File: config.mk
export PLATFORM = sky130hd
export DESIGN_NAME = weight_prune_splice_mask_top_flat
export DESIGN_NICKNAME = d
export VERILOG_FILES = /design/src/hw/rtl/wpsm_pkg.sv /design/src/hw/rtl/wpsm_if.sv /design/src/hw/rtl/wpsm_accum.sv /design/src/hw/rtl/wpsm_divsqrt.sv /design/src/hw/rtl/weight_prune_splice_mask_top.sv /design/src/flat_wrapper.sv
export SDC_FILE = /design/constraint.sdc
export NUM_CORES = 2
export LEC_CHECK = 0
export ABC_AREA = 1
export BUFFER_PORTS_ARGS = -buffer_cell sky130_fd_sc_hd__buf_4
export CAP_MARGIN = 15
export CORE_MARGIN = 2
export CORE_UTILIZATION = 30
export DETAILED_ROUTE_END_ITERATION = 7
export GPL_TIMING_DRIVEN = 0
export PLACE_DENSITY = 0.48
export SYNTH_ARGS = -nofsm -noshare
export SYNTH_HDL_FRONTEND = slang
export SYNTH_SLANG_ARGS = --single-unit
File: constraint.sdc
create_clock -name clk -period 7.11 [get_ports clk]
set_input_delay 1.422 -clock clk [delete_from_list [all_inputs] [get_ports clk]]
set_output_delay 1.422 -clock clk [all_outputs]
set_load 0.05 [all_outputs]
File: src/hw/rtl/wpsm_pkg.sv
// shared types and constants for the weight prune / splice mask block
package wpsm_pkg;

  localparam int MAG_W   = 16;
  localparam int SQR_W   = 31;
  localparam int ABS_W   = 36;
  localparam int SQ_W    = 51;
  localparam int CNT_W   = 21;
  localparam int LVL_W   = 15;
  localparam int RATE_W  = 16;
  localparam int MUL_A_W = 30;
  localparam int MUL_B_W = 21;
  localparam int MUL_P_W = 51;
  localparam int DS_W    = 52;
  localparam int REM_W   = 29;
  localparam int ROOT_W  = 26;
  localparam int STEP_W  = 6;

  localparam logic [STEP_W-1:0] DIV_STEPS  = STEP_W'(DS_W);
  localparam logic [STEP_W-1:0] SQRT_STEPS = STEP_W'(DS_W / 2);

  localparam logic [LVL_W-1:0]  LEVEL_MAX  = '1;
  localparam logic [RATE_W-1:0] RATE_RESET = 16'd4096;

  localparam logic FUNC_STATS  = 1'b0;
  localparam logic FUNC_UPDATE = 1'b1;
  localparam logic KIND_STATS  = 1'b0;
  localparam logic KIND_UPDATE = 1'b1;

  typedef enum logic {
    DS_DIV,
    DS_SQRT
  } ds_mode_t;

  typedef struct packed {
    logic     start;
    ds_mode_t mode;
  } ds_ctrl_t;

  typedef struct packed {
    logic busy;
    logic last_step;
  } ds_stat_t;

  typedef enum logic [3:0] {
    ST_IDLE,
    ST_SQUARE,
    ST_ACCUM,
    ST_FIN_CHECK,
    ST_DIV_MEAN,
    ST_MUL_MM,
    ST_MUL_SUB,
    ST_VAR_START,
    ST_DIV_VAR,
    ST_SQRT_START,
    ST_SQRT,
    ST_UPD_MUL,
    ST_UPD_CMP
  } st_t;

endpackage

File: src/hw/rtl/wpsm_if.sv
// item channels of the weight prune / splice mask block
interface wpsm_in_if;
  logic              valid;
  logic              ready;
  logic              func;
  logic signed [15:0] weight;
  logic              mask_in;
  logic              last_element;

  modport source (output valid, func, weight, mask_in, last_element, input ready);
  modport sink   (input valid, func, weight, mask_in, last_element, output ready);
endinterface

interface wpsm_out_if;
  logic        valid;
  logic        ready;
  logic        result_kind;
  logic        new_mask;
  logic [14:0] mean_out;
  logic [14:0] spread_out;
  logic        empty_set;

  modport source (output valid, result_kind, new_mask, mean_out, spread_out, empty_set,
                  input ready);
  modport sink   (input valid, result_kind, new_mask, mean_out, spread_out, empty_set,
                  output ready);
endinterface

File: src/hw/rtl/wpsm_accum.sv
// saturating magnitude, square and count accumulators
module wpsm_accum #(
  parameter int unsigned MAX_ELEMENTS = 1048576
) (
  input  logic                         clk,
  input  logic                         rst,
  input  logic                         add_en,
  input  logic                         clear,
  input  logic                         mask,
  input  logic [wpsm_pkg::MAG_W-1:0]   mag,
  input  logic [wpsm_pkg::SQR_W-1:0]   square,
  output logic [wpsm_pkg::ABS_W-1:0]   abs_sum,
  output logic [wpsm_pkg::SQ_W-1:0]    square_sum,
  output logic [wpsm_pkg::CNT_W-1:0]   count
);

  localparam int AW = wpsm_pkg::ABS_W;
  localparam int SW = wpsm_pkg::SQ_W;
  localparam int CW = wpsm_pkg::CNT_W;
  localparam longint unsigned CNT_MAX = (64'd1 << CW) - 64'd1;
  localparam logic [CW-1:0] CNT_CAP =
    (MAX_ELEMENTS < CNT_MAX) ? CW'(MAX_ELEMENTS) : CW'(CNT_MAX);
  localparam logic [AW-1:0] ABS_LIM = '1;
  localparam logic [SW-1:0] SQ_LIM  = '1;

  logic          take;
  logic [AW:0]   abs_wide;
  logic [SW:0]   sq_wide;
  logic [AW-1:0] abs_next;
  logic [SW-1:0] sq_next;

  assign take     = add_en && mask && (mag != '0) && (count < CNT_CAP);
  assign abs_wide = {1'b0, abs_sum} + (AW+1)'(mag);
  assign sq_wide  = {1'b0, square_sum} + (SW+1)'(square);
  assign abs_next = (abs_wide > {1'b0, ABS_LIM}) ? ABS_LIM : abs_wide[AW-1:0];
  assign sq_next  = (sq_wide > {1'b0, SQ_LIM}) ? SQ_LIM : sq_wide[SW-1:0];

  always_ff @(posedge clk) begin
    if (rst || clear) begin
      abs_sum    <= '0;
      square_sum <= '0;
      count      <= '0;
    end else if (take) begin
      abs_sum    <= abs_next;
      square_sum <= sq_next;
      count      <= count + CW'(1);
    end
  end

endmodule

File: src/hw/rtl/wpsm_divsqrt.sv
// shared radix-2 restoring divide and square-root unit, one step a cycle
module wpsm_divsqrt (
  input  logic                        clk,
  input  logic                        rst,
  input  wpsm_pkg::ds_ctrl_t          ctrl,
  input  logic [wpsm_pkg::DS_W-1:0]   num_in,
  input  logic [wpsm_pkg::CNT_W-1:0]  den_in,
  output wpsm_pkg::ds_stat_t          stat,
  output logic [wpsm_pkg::DS_W-1:0]   result
);

  localparam int DW = wpsm_pkg::DS_W;
  localparam int RW = wpsm_pkg::REM_W;
  localparam int NW = wpsm_pkg::CNT_W;
  localparam int QW = wpsm_pkg::ROOT_W;
  localparam int SW = wpsm_pkg::STEP_W;

  logic                busy;
  wpsm_pkg::ds_mode_t  mode;
  logic [RW-1:0]       rem;
  logic [DW-1:0]       num;
  logic [DW-1:0]       quo;
  logic [NW-1:0]       den;
  logic [SW-1:0]       steps;

  logic [RW-1:0]       cand;
  logic [RW-1:0]       trial;
  logic [DW-1:0]       num_shift;
  logic [RW:0]         diff;
  logic                ge;

  // one subtractor serves both the divide and the root digit
  always_comb begin
    unique case (mode)
      wpsm_pkg::DS_DIV: begin
        cand      = {rem[RW-2:0], num[DW-1]};
        trial     = RW'(den);
        num_shift = {num[DW-2:0], 1'b0};
      end
      wpsm_pkg::DS_SQRT: begin
        cand      = {rem[RW-3:0], num[DW-1:DW-2]};
        trial     = RW'({quo[QW-1:0], 2'b01});
        num_shift = {num[DW-3:0], 2'b00};
      end
      default: begin
        cand      = '0;
        trial     = '0;
        num_shift = '0;
      end
    endcase
  end

  assign diff = {1'b0, cand} - {1'b0, trial};
  assign ge   = !diff[RW];

  always_ff @(posedge clk) begin
    if (rst) begin
      busy  <= 1'b0;
      steps <= '0;
      mode  <= wpsm_pkg::DS_DIV;
    end else if (ctrl.start) begin
      busy  <= 1'b1;
      mode  <= ctrl.mode;
      steps <= (ctrl.mode == wpsm_pkg::DS_SQRT) ? wpsm_pkg::SQRT_STEPS : wpsm_pkg::DIV_STEPS;
    end else if (busy) begin
      steps <= steps - SW'(1);
      if (steps == SW'(1)) begin
        busy <= 1'b0;
      end
    end
  end

  always_ff @(posedge clk) begin
    if (ctrl.start) begin
      rem <= '0;
      quo <= '0;
      num <= num_in;
      den <= den_in;
    end else if (busy) begin
      rem <= ge ? diff[RW-1:0] : cand;
      quo <= {quo[DW-2:0], ge};
      num <= num_shift;
    end
  end

  assign stat.busy      = busy;
  assign stat.last_step = busy && (steps == SW'(1));
  assign result         = quo;

  property p_start_idle;
    @(posedge clk) disable iff (rst) ctrl.start |-> !busy;
  endproperty
  a_start_idle: assert property (p_start_idle)
    else $error("divsqrt started while busy");

  property p_last_then_idle;
    @(posedge clk) disable iff (rst) stat.last_step |=> !busy;
  endproperty
  a_last_then_idle: assert property (p_last_then_idle)
    else $error("divsqrt did not finish after last step");

  property p_start_busy;
    @(posedge clk) disable iff (rst) ctrl.start |=> busy;
  endproperty
  a_start_busy: assert property (p_start_busy)
    else $error("divsqrt did not go busy after start");

endmodule

File: src/hw/rtl/weight_prune_splice_mask_top.sv
// top level of the weight prune / splice mask block
//
// in_ch carries one weight item: func, weight (signed q3.12), mask_in and
// last_element. out_ch carries at most one result item per input item.
// cfg_wr_en / cfg_wr_data write prune_rate (unsigned q4.12, reset 1.0);
// write it only while the block is idle.
//
// a statistics item (func 0) goes through accept, square, accumulate.
// with last_element set it then finalizes: mean = abs_sum / count on the
// shared restoring unit, count*mean^2 on the shared multiplier, the
// variance divide and a 26-step square root, after which a statistics
// report is loaded; an empty set (count 0) loads an empty report instead.
// an update item (func 1) goes through accept, threshold multiply,
// compare; the mask result leaves through the output register.
// in_ready is high only in the idle state, so a new item is taken only
// once the last one is through; the shared units serialize these steps.
//
// the output register holds a finished result while the receiver stalls;
// the block goes on accepting items and only waits if a second result is
// ready before the first is taken.
// reset clears the accumulators, the stored levels, the output valid flag and
// sets prune_rate back to 4096.
module weight_prune_splice_mask_top #(
  parameter int unsigned MAX_ELEMENTS = 1048576
) (
  input  logic              clk,
  input  logic              rst,
  input  logic              cfg_wr_en,
  input  logic [15:0]       cfg_wr_data,
  wpsm_in_if.sink           in_ch,
  wpsm_out_if.source        out_ch
);

  localparam int MW = wpsm_pkg::MAG_W;
  localparam int LW = wpsm_pkg::LVL_W;
  localparam int AW = wpsm_pkg::MUL_A_W;
  localparam int BW = wpsm_pkg::MUL_B_W;
  localparam int PW = wpsm_pkg::MUL_P_W;
  localparam int DW = wpsm_pkg::DS_W;
  localparam int QW = wpsm_pkg::ROOT_W;
  localparam int TW = 36;

  // control state
  wpsm_pkg::st_t state;
  wpsm_pkg::st_t state_next;
  logic          out_valid;

  // configuration and stored levels
  logic [wpsm_pkg::RATE_W-1:0] prune_rate;
  logic [LW-1:0]               mean_level;
  logic [LW-1:0]               deviation_level;

  // held item and working registers
  logic          func_r;
  logic [MW-1:0] mag_r;
  logic          mask_r;
  logic          last_r;
  logic [PW-1:0] prod;
  logic [LW-1:0] mean_tmp;

  // output payload register
  logic          res_kind;
  logic          res_mask;
  logic [LW-1:0] res_mean;
  logic [LW-1:0] res_spread;
  logic          res_empty;

  // accumulators
  logic [wpsm_pkg::ABS_W-1:0] abs_sum;
  logic [wpsm_pkg::SQ_W-1:0]  square_sum;
  logic [wpsm_pkg::CNT_W-1:0] count;

  // shared unit
  wpsm_pkg::ds_ctrl_t ds_ctrl;
  wpsm_pkg::ds_stat_t ds_stat;
  logic [DW-1:0]      ds_num;
  logic [DW-1:0]      ds_result;

  // fsm outputs
  logic in_accept;
  logic out_free;
  logic acc_en;
  logic acc_clear;
  logic mul_en;
  logic mean_load;
  logic res_load;
  logic lvl_load;

  // combinational datapath
  logic [MW-1:0]  in_mag;
  logic [AW-1:0]  mul_a;
  logic [BW-1:0]  mul_b;
  logic [PW-1:0]  mul_p;
  logic [LW-1:0]  q_mean;
  logic [LW-1:0]  q_root;
  logic [PW-1:0]  var_num;
  logic [LW:0]    lvl_sum;
  logic [TW-1:0]  thr;
  logic [TW-1:0]  thr_low;
  logic [TW-1:0]  thr_high;
  logic [TW-1:0]  lhs;
  logic           upd_mask;
  logic           res_kind_next;
  logic           res_mask_next;
  logic [LW-1:0]  res_mean_next;
  logic [LW-1:0]  res_spread_next;
  logic           res_empty_next;

  // magnitude of the two's complement weight; -32768 maps to 32768
  assign in_mag    = in_ch.weight[MW-1] ? MW'(~in_ch.weight + 16'sd1) : MW'(in_ch.weight);
  assign in_accept = in_ch.valid && in_ch.ready;
  assign out_free  = !out_valid || out_ch.ready;

  wpsm_accum #(
    .MAX_ELEMENTS (MAX_ELEMENTS)
  ) u_accum (
    .clk        (clk),
    .rst        (rst),
    .add_en     (acc_en),
    .clear      (acc_clear),
    .mask       (mask_r),
    .mag        (mag_r),
    .square     (prod[wpsm_pkg::SQR_W-1:0]),
    .abs_sum    (abs_sum),
    .square_sum (square_sum),
    .count      (count)
  );

  wpsm_divsqrt u_divsqrt (
    .clk    (clk),
    .rst    (rst),
    .ctrl   (ds_ctrl),
    .num_in (ds_num),
    .den_in (count),
    .stat   (ds_stat),
    .result (ds_result)
  );

  // single shared multiplier, operands picked by state
  always_comb begin
    mul_a = '0;
    mul_b = '0;
    case (state)
      wpsm_pkg::ST_SQUARE: begin
        mul_a = AW'(mag_r);
        mul_b = BW'(mag_r);
      end
      wpsm_pkg::ST_MUL_MM: begin
        mul_a = AW'(mean_tmp);
        mul_b = BW'(mean_tmp);
      end
      wpsm_pkg::ST_MUL_SUB: begin
        mul_a = prod[AW-1:0];
        mul_b = count;
      end
      wpsm_pkg::ST_UPD_MUL: begin
        mul_a = AW'(lvl_sum);
        mul_b = BW'(prune_rate);
      end
      default: begin
        mul_a = '0;
        mul_b = '0;
      end
    endcase
  end

  assign mul_p   = PW'(mul_a * mul_b);
  assign lvl_sum = {1'b0, mean_level} + {1'b0, deviation_level};

  // quotient and root saturate to the q3.12 level range
  assign q_mean  = (|ds_result[DW-1:LW]) ? wpsm_pkg::LEVEL_MAX : ds_result[LW-1:0];
  assign q_root  = (|ds_result[QW-1:LW]) ? wpsm_pkg::LEVEL_MAX : ds_result[LW-1:0];
  assign var_num = (square_sum > prod) ? (square_sum - prod) : '0;

  // shared unit operand
  always_comb begin
    case (state)
      wpsm_pkg::ST_FIN_CHECK:  ds_num = DW'(abs_sum);
      wpsm_pkg::ST_VAR_START:  ds_num = DW'(var_num);
      default:                 ds_num = ds_result;
    endcase
  end

  // threshold compare: 10*|w|*4096 against 9*t and 11*t
  assign thr      = TW'(prod[31:0]);
  assign thr_low  = (thr << 3) + thr;
  assign thr_high = (thr << 3) + (thr << 1) + thr;
  assign lhs      = (TW'(mag_r) << 15) + (TW'(mag_r) << 13);

  always_comb begin
    upd_mask = mask_r;
    if (mask_r && (lhs <= thr_low)) begin
      upd_mask = 1'b0;
    end else if (!mask_r && (lhs > thr_high)) begin
      upd_mask = 1'b1;
    end
  end

  // next state
  always_comb begin
    state_next = state;
    unique case (state)
      wpsm_pkg::ST_IDLE: begin
        if (in_accept) begin
          state_next = (in_ch.func == wpsm_pkg::FUNC_UPDATE) ? wpsm_pkg::ST_UPD_MUL
                                                             : wpsm_pkg::ST_SQUARE;
        end
      end
      wpsm_pkg::ST_SQUARE:     state_next = wpsm_pkg::ST_ACCUM;
      wpsm_pkg::ST_ACCUM:      state_next = last_r ? wpsm_pkg::ST_FIN_CHECK : wpsm_pkg::ST_IDLE;
      wpsm_pkg::ST_FIN_CHECK: begin
        if (count != '0) begin
          state_next = wpsm_pkg::ST_DIV_MEAN;
        end else if (out_free) begin
          state_next = wpsm_pkg::ST_IDLE;
        end
      end
      wpsm_pkg::ST_DIV_MEAN: begin
        if (!ds_stat.busy) begin
          state_next = wpsm_pkg::ST_MUL_MM;
        end
      end
      wpsm_pkg::ST_MUL_MM:     state_next = wpsm_pkg::ST_MUL_SUB;
      wpsm_pkg::ST_MUL_SUB:    state_next = wpsm_pkg::ST_VAR_START;
      wpsm_pkg::ST_VAR_START:  state_next = wpsm_pkg::ST_DIV_VAR;
      wpsm_pkg::ST_DIV_VAR: begin
        if (!ds_stat.busy) begin
          state_next = wpsm_pkg::ST_SQRT_START;
        end
      end
      wpsm_pkg::ST_SQRT_START: state_next = wpsm_pkg::ST_SQRT;
      wpsm_pkg::ST_SQRT: begin
        if (!ds_stat.busy && out_free) begin
          state_next = wpsm_pkg::ST_IDLE;
        end
      end
      wpsm_pkg::ST_UPD_MUL:    state_next = wpsm_pkg::ST_UPD_CMP;
      wpsm_pkg::ST_UPD_CMP: begin
        if (out_free) begin
          state_next = wpsm_pkg::ST_IDLE;
        end
      end
      default:                 state_next = wpsm_pkg::ST_IDLE;
    endcase
  end

  // fsm outputs and result payload
  always_comb begin
    in_ch.ready     = 1'b0;
    acc_en          = 1'b0;
    acc_clear       = 1'b0;
    mul_en          = 1'b0;
    mean_load       = 1'b0;
    res_load        = 1'b0;
    lvl_load        = 1'b0;
    ds_ctrl.start   = 1'b0;
    ds_ctrl.mode    = wpsm_pkg::DS_DIV;
    res_kind_next   = wpsm_pkg::KIND_STATS;
    res_mask_next   = 1'b0;
    res_mean_next   = '0;
    res_spread_next = '0;
    res_empty_next  = 1'b0;
    unique case (state)
      wpsm_pkg::ST_IDLE:       in_ch.ready = 1'b1;
      wpsm_pkg::ST_SQUARE:     mul_en = 1'b1;
      wpsm_pkg::ST_ACCUM:      acc_en = 1'b1;
      wpsm_pkg::ST_FIN_CHECK: begin
        if (count != '0) begin
          ds_ctrl.start = 1'b1;
        end else if (out_free) begin
          // empty set: zero levels and the flag
          res_load       = 1'b1;
          lvl_load       = 1'b1;
          acc_clear      = 1'b1;
          res_empty_next = 1'b1;
        end
      end
      wpsm_pkg::ST_DIV_MEAN:   mean_load = !ds_stat.busy;
      wpsm_pkg::ST_MUL_MM:     mul_en = 1'b1;
      wpsm_pkg::ST_MUL_SUB:    mul_en = 1'b1;
      wpsm_pkg::ST_VAR_START:  ds_ctrl.start = 1'b1;
      wpsm_pkg::ST_DIV_VAR:    ds_ctrl.mode = wpsm_pkg::DS_DIV;
      wpsm_pkg::ST_SQRT_START: begin
        ds_ctrl.start = 1'b1;
        ds_ctrl.mode  = wpsm_pkg::DS_SQRT;
      end
      wpsm_pkg::ST_SQRT: begin
        if (!ds_stat.busy && out_free) begin
          res_load        = 1'b1;
          lvl_load        = 1'b1;
          acc_clear       = 1'b1;
          res_mean_next   = mean_tmp;
          res_spread_next = q_root;
        end
      end
      wpsm_pkg::ST_UPD_MUL:    mul_en = 1'b1;
      wpsm_pkg::ST_UPD_CMP: begin
        if (out_free) begin
          res_load      = 1'b1;
          res_kind_next = wpsm_pkg::KIND_UPDATE;
          res_mask_next = upd_mask;
        end
      end
      default: ;
    endcase
  end

  always_ff @(posedge clk) begin
    if (rst) begin
      state           <= wpsm_pkg::ST_IDLE;
      out_valid       <= 1'b0;
      prune_rate      <= wpsm_pkg::RATE_RESET;
      mean_level      <= '0;
      deviation_level <= '0;
    end else begin
      state <= state_next;
      if (res_load) begin
        out_valid <= 1'b1;
      end else if (out_ch.ready) begin
        out_valid <= 1'b0;
      end
      if (cfg_wr_en) begin
        prune_rate <= cfg_wr_data;
      end
      if (lvl_load) begin
        mean_level      <= res_mean_next;
        deviation_level <= res_spread_next;
      end
    end
  end

  // payload registers
  always_ff @(posedge clk) begin
    if (in_accept) begin
      func_r <= in_ch.func;
      mag_r  <= in_mag;
      mask_r <= in_ch.mask_in;
      last_r <= in_ch.last_element;
    end
    if (mul_en) begin
      prod <= mul_p;
    end
    if (mean_load) begin
      mean_tmp <= q_mean;
    end
    if (res_load) begin
      res_kind   <= res_kind_next;
      res_mask   <= res_mask_next;
      res_mean   <= res_mean_next;
      res_spread <= res_spread_next;
      res_empty  <= res_empty_next;
    end
  end

  assign out_ch.valid       = out_valid;
  assign out_ch.result_kind = res_kind;
  assign out_ch.new_mask    = res_mask;
  assign out_ch.mean_out    = res_mean;
  assign out_ch.spread_out  = res_spread;
  assign out_ch.empty_set   = res_empty;

  // the held item's func picks the branch it took
  property p_func_path;
    @(posedge clk) disable iff (rst)
      (state == wpsm_pkg::ST_UPD_MUL) |-> (func_r == wpsm_pkg::FUNC_UPDATE);
  endproperty
  a_func_path: assert property (p_func_path)
    else $error("update path entered for a statistics item");

  property p_clear_count;
    @(posedge clk) disable iff (rst) acc_clear |=> (count == '0);
  endproperty
  a_clear_count: assert property (p_clear_count)
    else $error("accumulators not cleared after finalize");

  property p_empty_levels;
    @(posedge clk) disable iff (rst)
      (out_ch.valid && out_ch.empty_set) |->
        (out_ch.mean_out == '0 && out_ch.spread_out == '0 &&
         out_ch.result_kind == wpsm_pkg::KIND_STATS);
  endproperty
  a_empty_levels: assert property (p_empty_levels)
    else $error("empty report with nonzero levels");

  property p_update_payload;
    @(posedge clk) disable iff (rst)
      (out_ch.valid && out_ch.result_kind == wpsm_pkg::KIND_UPDATE) |->
        (!out_ch.empty_set && out_ch.mean_out == '0 && out_ch.spread_out == '0);
  endproperty
  a_update_payload: assert property (p_update_payload)
    else $error("update result carries statistics fields");

  property p_load_when_free;
    @(posedge clk) disable iff (rst)
      (out_valid && !out_ch.ready) |-> !res_load;
  endproperty
  a_load_when_free: assert property (p_load_when_free)
    else $error("result overwritten while receiver stalls");

endmodule

File: src/flat_wrapper.sv
// flat-port wrapper written by rule: the top's interface ports become plain ports
module weight_prune_splice_mask_top_flat 
#(
  parameter int unsigned MAX_ELEMENTS = 1048576
)
  (clk, rst, cfg_wr_en, cfg_wr_data, in_ch_valid, in_ch_func, in_ch_weight, in_ch_mask_in, in_ch_last_element, in_ch_ready, out_ch_valid, out_ch_result_kind, out_ch_new_mask, out_ch_mean_out, out_ch_spread_out, out_ch_empty_set, out_ch_ready);
  wpsm_in_if in_ch_i ();
  wpsm_out_if out_ch_i ();
  input  logic clk;
  input  logic rst;
  input  logic cfg_wr_en;
  input  logic [15:0] cfg_wr_data;
  input wire logic [$bits(in_ch_i.valid)-1:0] in_ch_valid;
  input wire logic [$bits(in_ch_i.func)-1:0] in_ch_func;
  input wire logic [$bits(in_ch_i.weight)-1:0] in_ch_weight;
  input wire logic [$bits(in_ch_i.mask_in)-1:0] in_ch_mask_in;
  input wire logic [$bits(in_ch_i.last_element)-1:0] in_ch_last_element;
  output wire logic [$bits(in_ch_i.ready)-1:0] in_ch_ready;
  output wire logic [$bits(out_ch_i.valid)-1:0] out_ch_valid;
  output wire logic [$bits(out_ch_i.result_kind)-1:0] out_ch_result_kind;
  output wire logic [$bits(out_ch_i.new_mask)-1:0] out_ch_new_mask;
  output wire logic [$bits(out_ch_i.mean_out)-1:0] out_ch_mean_out;
  output wire logic [$bits(out_ch_i.spread_out)-1:0] out_ch_spread_out;
  output wire logic [$bits(out_ch_i.empty_set)-1:0] out_ch_empty_set;
  input wire logic [$bits(out_ch_i.ready)-1:0] out_ch_ready;
  assign in_ch_i.valid = in_ch_valid;
  assign in_ch_i.func = in_ch_func;
  assign in_ch_i.weight = in_ch_weight;
  assign in_ch_i.mask_in = in_ch_mask_in;
  assign in_ch_i.last_element = in_ch_last_element;
  assign in_ch_ready = in_ch_i.ready;
  assign out_ch_valid = out_ch_i.valid;
  assign out_ch_result_kind = out_ch_i.result_kind;
  assign out_ch_new_mask = out_ch_i.new_mask;
  assign out_ch_mean_out = out_ch_i.mean_out;
  assign out_ch_spread_out = out_ch_i.spread_out;
  assign out_ch_empty_set = out_ch_i.empty_set;
  assign out_ch_i.ready = out_ch_ready;
  weight_prune_splice_mask_top #(.MAX_ELEMENTS(MAX_ELEMENTS)) u_core (.clk(clk), .rst(rst), .cfg_wr_en(cfg_wr_en), .cfg_wr_data(cfg_wr_data), .in_ch(in_ch_i), .out_ch(out_ch_i));
endmodule
==> results.py <==
metrics = {
    "status": {
        "status": "finished, violations left",
        "violations": "negative setup slack",
    },
    "floorplanning": {
        "start_util": 0.302,
        "coreArea_um2": 176000,
        "rows": 154,
        "die_h_um": 426,
        "die_w_um": 426,
        "die_area_um2": 181000,
        "ioPinCount": 75,
    },
    "placement": {
        "dpl.hpwl_um": 183000,
        "io_buffers": 72,
        "globalplace.congestion": 0.978,
        "post_dp_cell_area_um2": 57400,
    },
    "clock_network": {
        "clkSlewWorstSetupHoldPaths_ps": 60,
        "cts.sinks": 437,
        "cts_max_level": 2,
        "clock_path_buffers": 3,
        "numCtsBuffers": 55,
        "cts-root-buf": "clkbuf_16",
        "cts_tree": "built",
        "clock_latency_ps": 670,
    },
    "critical_path": {
        "r2r-start": "u_core.deviation_level[1]$_SDFFE_PP0P_",
        "rr_endpoint": "u_core.prod[37]$_DFFE_PN_",
        "crit_family": "adder cells",
        "path_common_cell": "fa_1",
        "critPathLaunchType": "flop",
        "critPathMaxStageDelay_ps": 550,
        "crit_slowest_cell": "fa_1",
        "arrival_ps": 8410,
        "required_ps": 7490,
        "cp-end-kind": "flop",
        "reg2regPathDepth": 37,
        "crit_type": "reg2reg",
        "r2r_slack_ps": -920,
        "cp_num_buf_inv": 8,
        "crit_fanout": 4,
    },
    "timing": {
        "period_share": 1.13,
        "worst_slack_ps": -920,
        "final-hold-violation-count": 0,
        "worstMarginPinSlew_ps": 1130,
        "rsz0062_at_grt": "true",
        "skew_ps": 28.2,
        "setup_viol": 34,
        "worst_hold_slack_ps": 466,
        "slew_headroom": 0.242,
        "drv_slew": 0,
        "fmax_ghz": 0.125,
        "period_minus_slack_ps": 8030,
    },
    "synthesis": {
        "synth.most_common_cell": "nand2_1",
        "synth_edf_count": 190,
        "syn_area_per_cell_um2": 7.52,
        "synth_top_area_cell": "fa_1",
        "ys_ff_latch": 437,
        "yosysUniqueCellTypes": 69,
        "async_flop_share": 0,
        "netlist.area_leader.share": 0.213,
        "synth_area_um2": 53300,
        "ys.flop_type": "dfxtp_1",
        "synth_common_cells": "nand2_1, inv_1, nor2_1",
        "yosysSeqAreaShare": 0.200,
        "syn-num-nets": 8120,
        "syn_inst": 7092,
        "synth.yosys.warnings": 0,
        "synth_area_leaders": "fa_1, edfxtp_1, ha_1, nand2_1, dfxtp_1",
    },
    "power": {
        "seq_power_share": 0.202,
        "power_frac_comb": 0.654,
        "p_per_area_nw_per_um2": 322,
        "p_sw_uw": 10900,
        "power.share.clock": 0.144,
        "irDropWorstVdd_uv": 241,
        "sw_frac_of_total": 0.535,
        "p_leak_uw": 0.0291,
        "intPower_uw": 9440,
    },
    "global_routing": {
        "grt_pass1_vias": 49500,
        "grt_overflow_total": 0,
        "grt_max_degree": 43,
        "grt_usage": 0.243,
        "grt_pass1_wl_um": 328000,
        "antenna_found_initial": 9,
    },
    "drt": {
        "dr_wl_met3_um": 12200,
        "wl_um": 222000,
        "drc": 0,
        "m1WireLength_um": 101000,
        "drt_first_pass_iters": 6,
        "top_layer": "met5",
        "wl_per_cell_um": 22.7,
        "ant_nets": 0,
        "first_iter_violations": 4213,
        "met2_wirelength_um": 100000,
        "routed_via_density": 5.08,
        "vias": 49600,
    },
    "hold_path": {
        "holdPathEnd": "u_core.u_divsqrt.rem[27]$_SDFFE_PP0P_",
        "hp-class": "reg2reg",
        "min_path_cells": 2,
        "holdCritStartpoint": "u_core.u_divsqrt.rem[27]$_SDFFE_PP0P_",
    },
    "final_layout": {
        "area_delta_synth_final_pct": 18.2,
        "postLayoutCellArea_um2": 63000,
        "drive_gt1_frac": 0.131,
        "fin_nets": 8394,
    },
    "run": {
        "maxCapViolations": 0,
    },
}
[worst min-delay path: cells and delay by family (launching register included)]
family	cells	cell delay, ps
simple gates	1	50
flops	1	310
compound gates	1	60
[power by group through the flow]
stage / Clock [uW] / Sequential (uW) / Combinational (uW)
after global routing: 3080 / 4150 / 14600
final: 2930 / 4100 / 13300
after CTS: 2970 / 4130 / 13000
after global placement: 0 / 4240 / 12200
after detailed placement: 0 / 4220 / 12300
after floorplan: 0 / 3840 / 8460
[how the worst max path moves through the flow]
stage / endpoint / depth (start not counted) / slack (ps) / startpoint
2_1_floorplan: u_core.prod[47]$_DFFE_PN_ / 38 / 0.5 / u_core.mean_level[4]$_SDFFE_PP0P_
3_3_place_gp: u_core.prod[39]$_DFFE_PN_ / 28 / -2400 / u_core.state[2]$_SDFFE_PP0P_
3_5_place_dp: u_core.prod[39]$_DFFE_PN_ / 28 / -2400 / u_core.state[2]$_SDFFE_PP0P_
4_1_cts: u_core.prod[32]$_DFFE_PN_ / 35 / -830 / u_core.deviation_level[6]$_SDFFE_PP0P_
5_1_grt: u_core.prod[37]$_DFFE_PN_ / 37 / -1230 / u_core.deviation_level[1]$_SDFFE_PP0P_
6_report: u_core.prod[37]$_DFFE_PN_ / 37 / -920 / u_core.deviation_level[1]$_SDFFE_PP0P_
[metrics by stage]
stage / setup WS (ps) / cells / power, uW / setup TNS (ps) / utilization
after global routing: -1230 / 9753 / 21900 / -34050 / 0.357
final: -920 / 9754 / 20300 / -23600 / 0.357
after CTS: -831 / 9716 / 20100 / -19970 / 0.353
after floorplan: 0.458 / 7092 / 12300 / 0 / -
after global placement: -2400 / 9504 / 16500 / -69810 / 0.325
after detailed placement: -2400 / 9511 / 16600 / -69720 / 0.326
[sequential cells by signal (all words and copies together), names as in the netlist, 16 cells and up]
register and flops:
u_core.u_divsqrt.num 52, u_core.u_divsqrt.rem 28, u_core.u_accum.count 21, u_core.u_divsqrt.den 21, u_core.u_divsqrt.result 52, u_core.u_accum.abs_sum 36
u_core.mag_r 16, u_core.prune_rate 16, u_core.prod 51, u_core.u_accum.square_sum 51
[metal layers]
layer / vias up / GRT usage
li1: 23200 / -
met1: 24500 / 0.340
met2: 1544 / 0.387
met3: 302 / 0.0247
met4: 2 / 0.0855
met5: - / 0
[cells in the final DEF (no fill, tap or decap), types with 30 or more instances in the layout]
| cell type | n |
|---|---|
| buf_6 | 57 |
| xor2_1 | 145 |
| clkbuf_1 | 82 |
| buf_4 | 198 |
| a22oi_1 | 34 |
| nand4_1 | 60 |
| dfxtp_1 | 229 |
| inv_1 | 1237 |
| edfxtp_1 | 190 |
| ha_1 | 385 |
| fa_1 | 536 |
| xnor2_1 | 73 |
| nand2_1 | 1320 |
| nor4_1 | 35 |
| nor3_1 | 73 |
| a21oi_1 | 472 |
| ha_4 | 37 |
| nand2_2 | 60 |
| buf_2 | 43 |
| o22ai_1 | 92 |
| nor2_1 | 653 |
| o21ai_1 | 76 |
| fa_2 | 30 |
| nor2_4 | 53 |
| o21bai_1 | 33 |
| a21oi_2 | 39 |
| nand3_1 | 203 |
| nor2_2 | 40 |
| o21ai_0 | 348 |
| clkbuf_16 | 56 |
| inv_2 | 68 |
[area by class of cell]
cell class	count	area, um^2
sequential	437	10700
clock buffer	74	1520
buffer	205	1410
fill	18700	113000
inverter	1329	5070
clock inverter	29	328
antenna	2	5.00
timing repair buffer	217	2020
multi-input combinational	5121	39100
tap	2340	2930
[kinds of logic (layout without fill, tap and decap cells)]
group | Yosys count | after routing | share of synthesized area
buf+inv | 1534 | 1854 | 0.112
xor+xnor | 243 | 243 | 0.0399
fa+ha+maj | 988 | 988 | 0.312
compound gates | 1311 | 1311 | 0.138
simple gates | 2579 | 2579 | 0.198
other cells | 0 | 2 | 0
flops | 437 | 437 | 0.200
[what timing repair did]
action,in CTS,in global routing
gates resized for setup,524,127
hold buffers,0,0
gates cloned,2,0
setup buffers,100,38
pin swaps,175,81
hold endpoints to repair,0,0
endpoints found under the setup margin,42,40
Note: power is estimated with default switching activity, not from simulation.
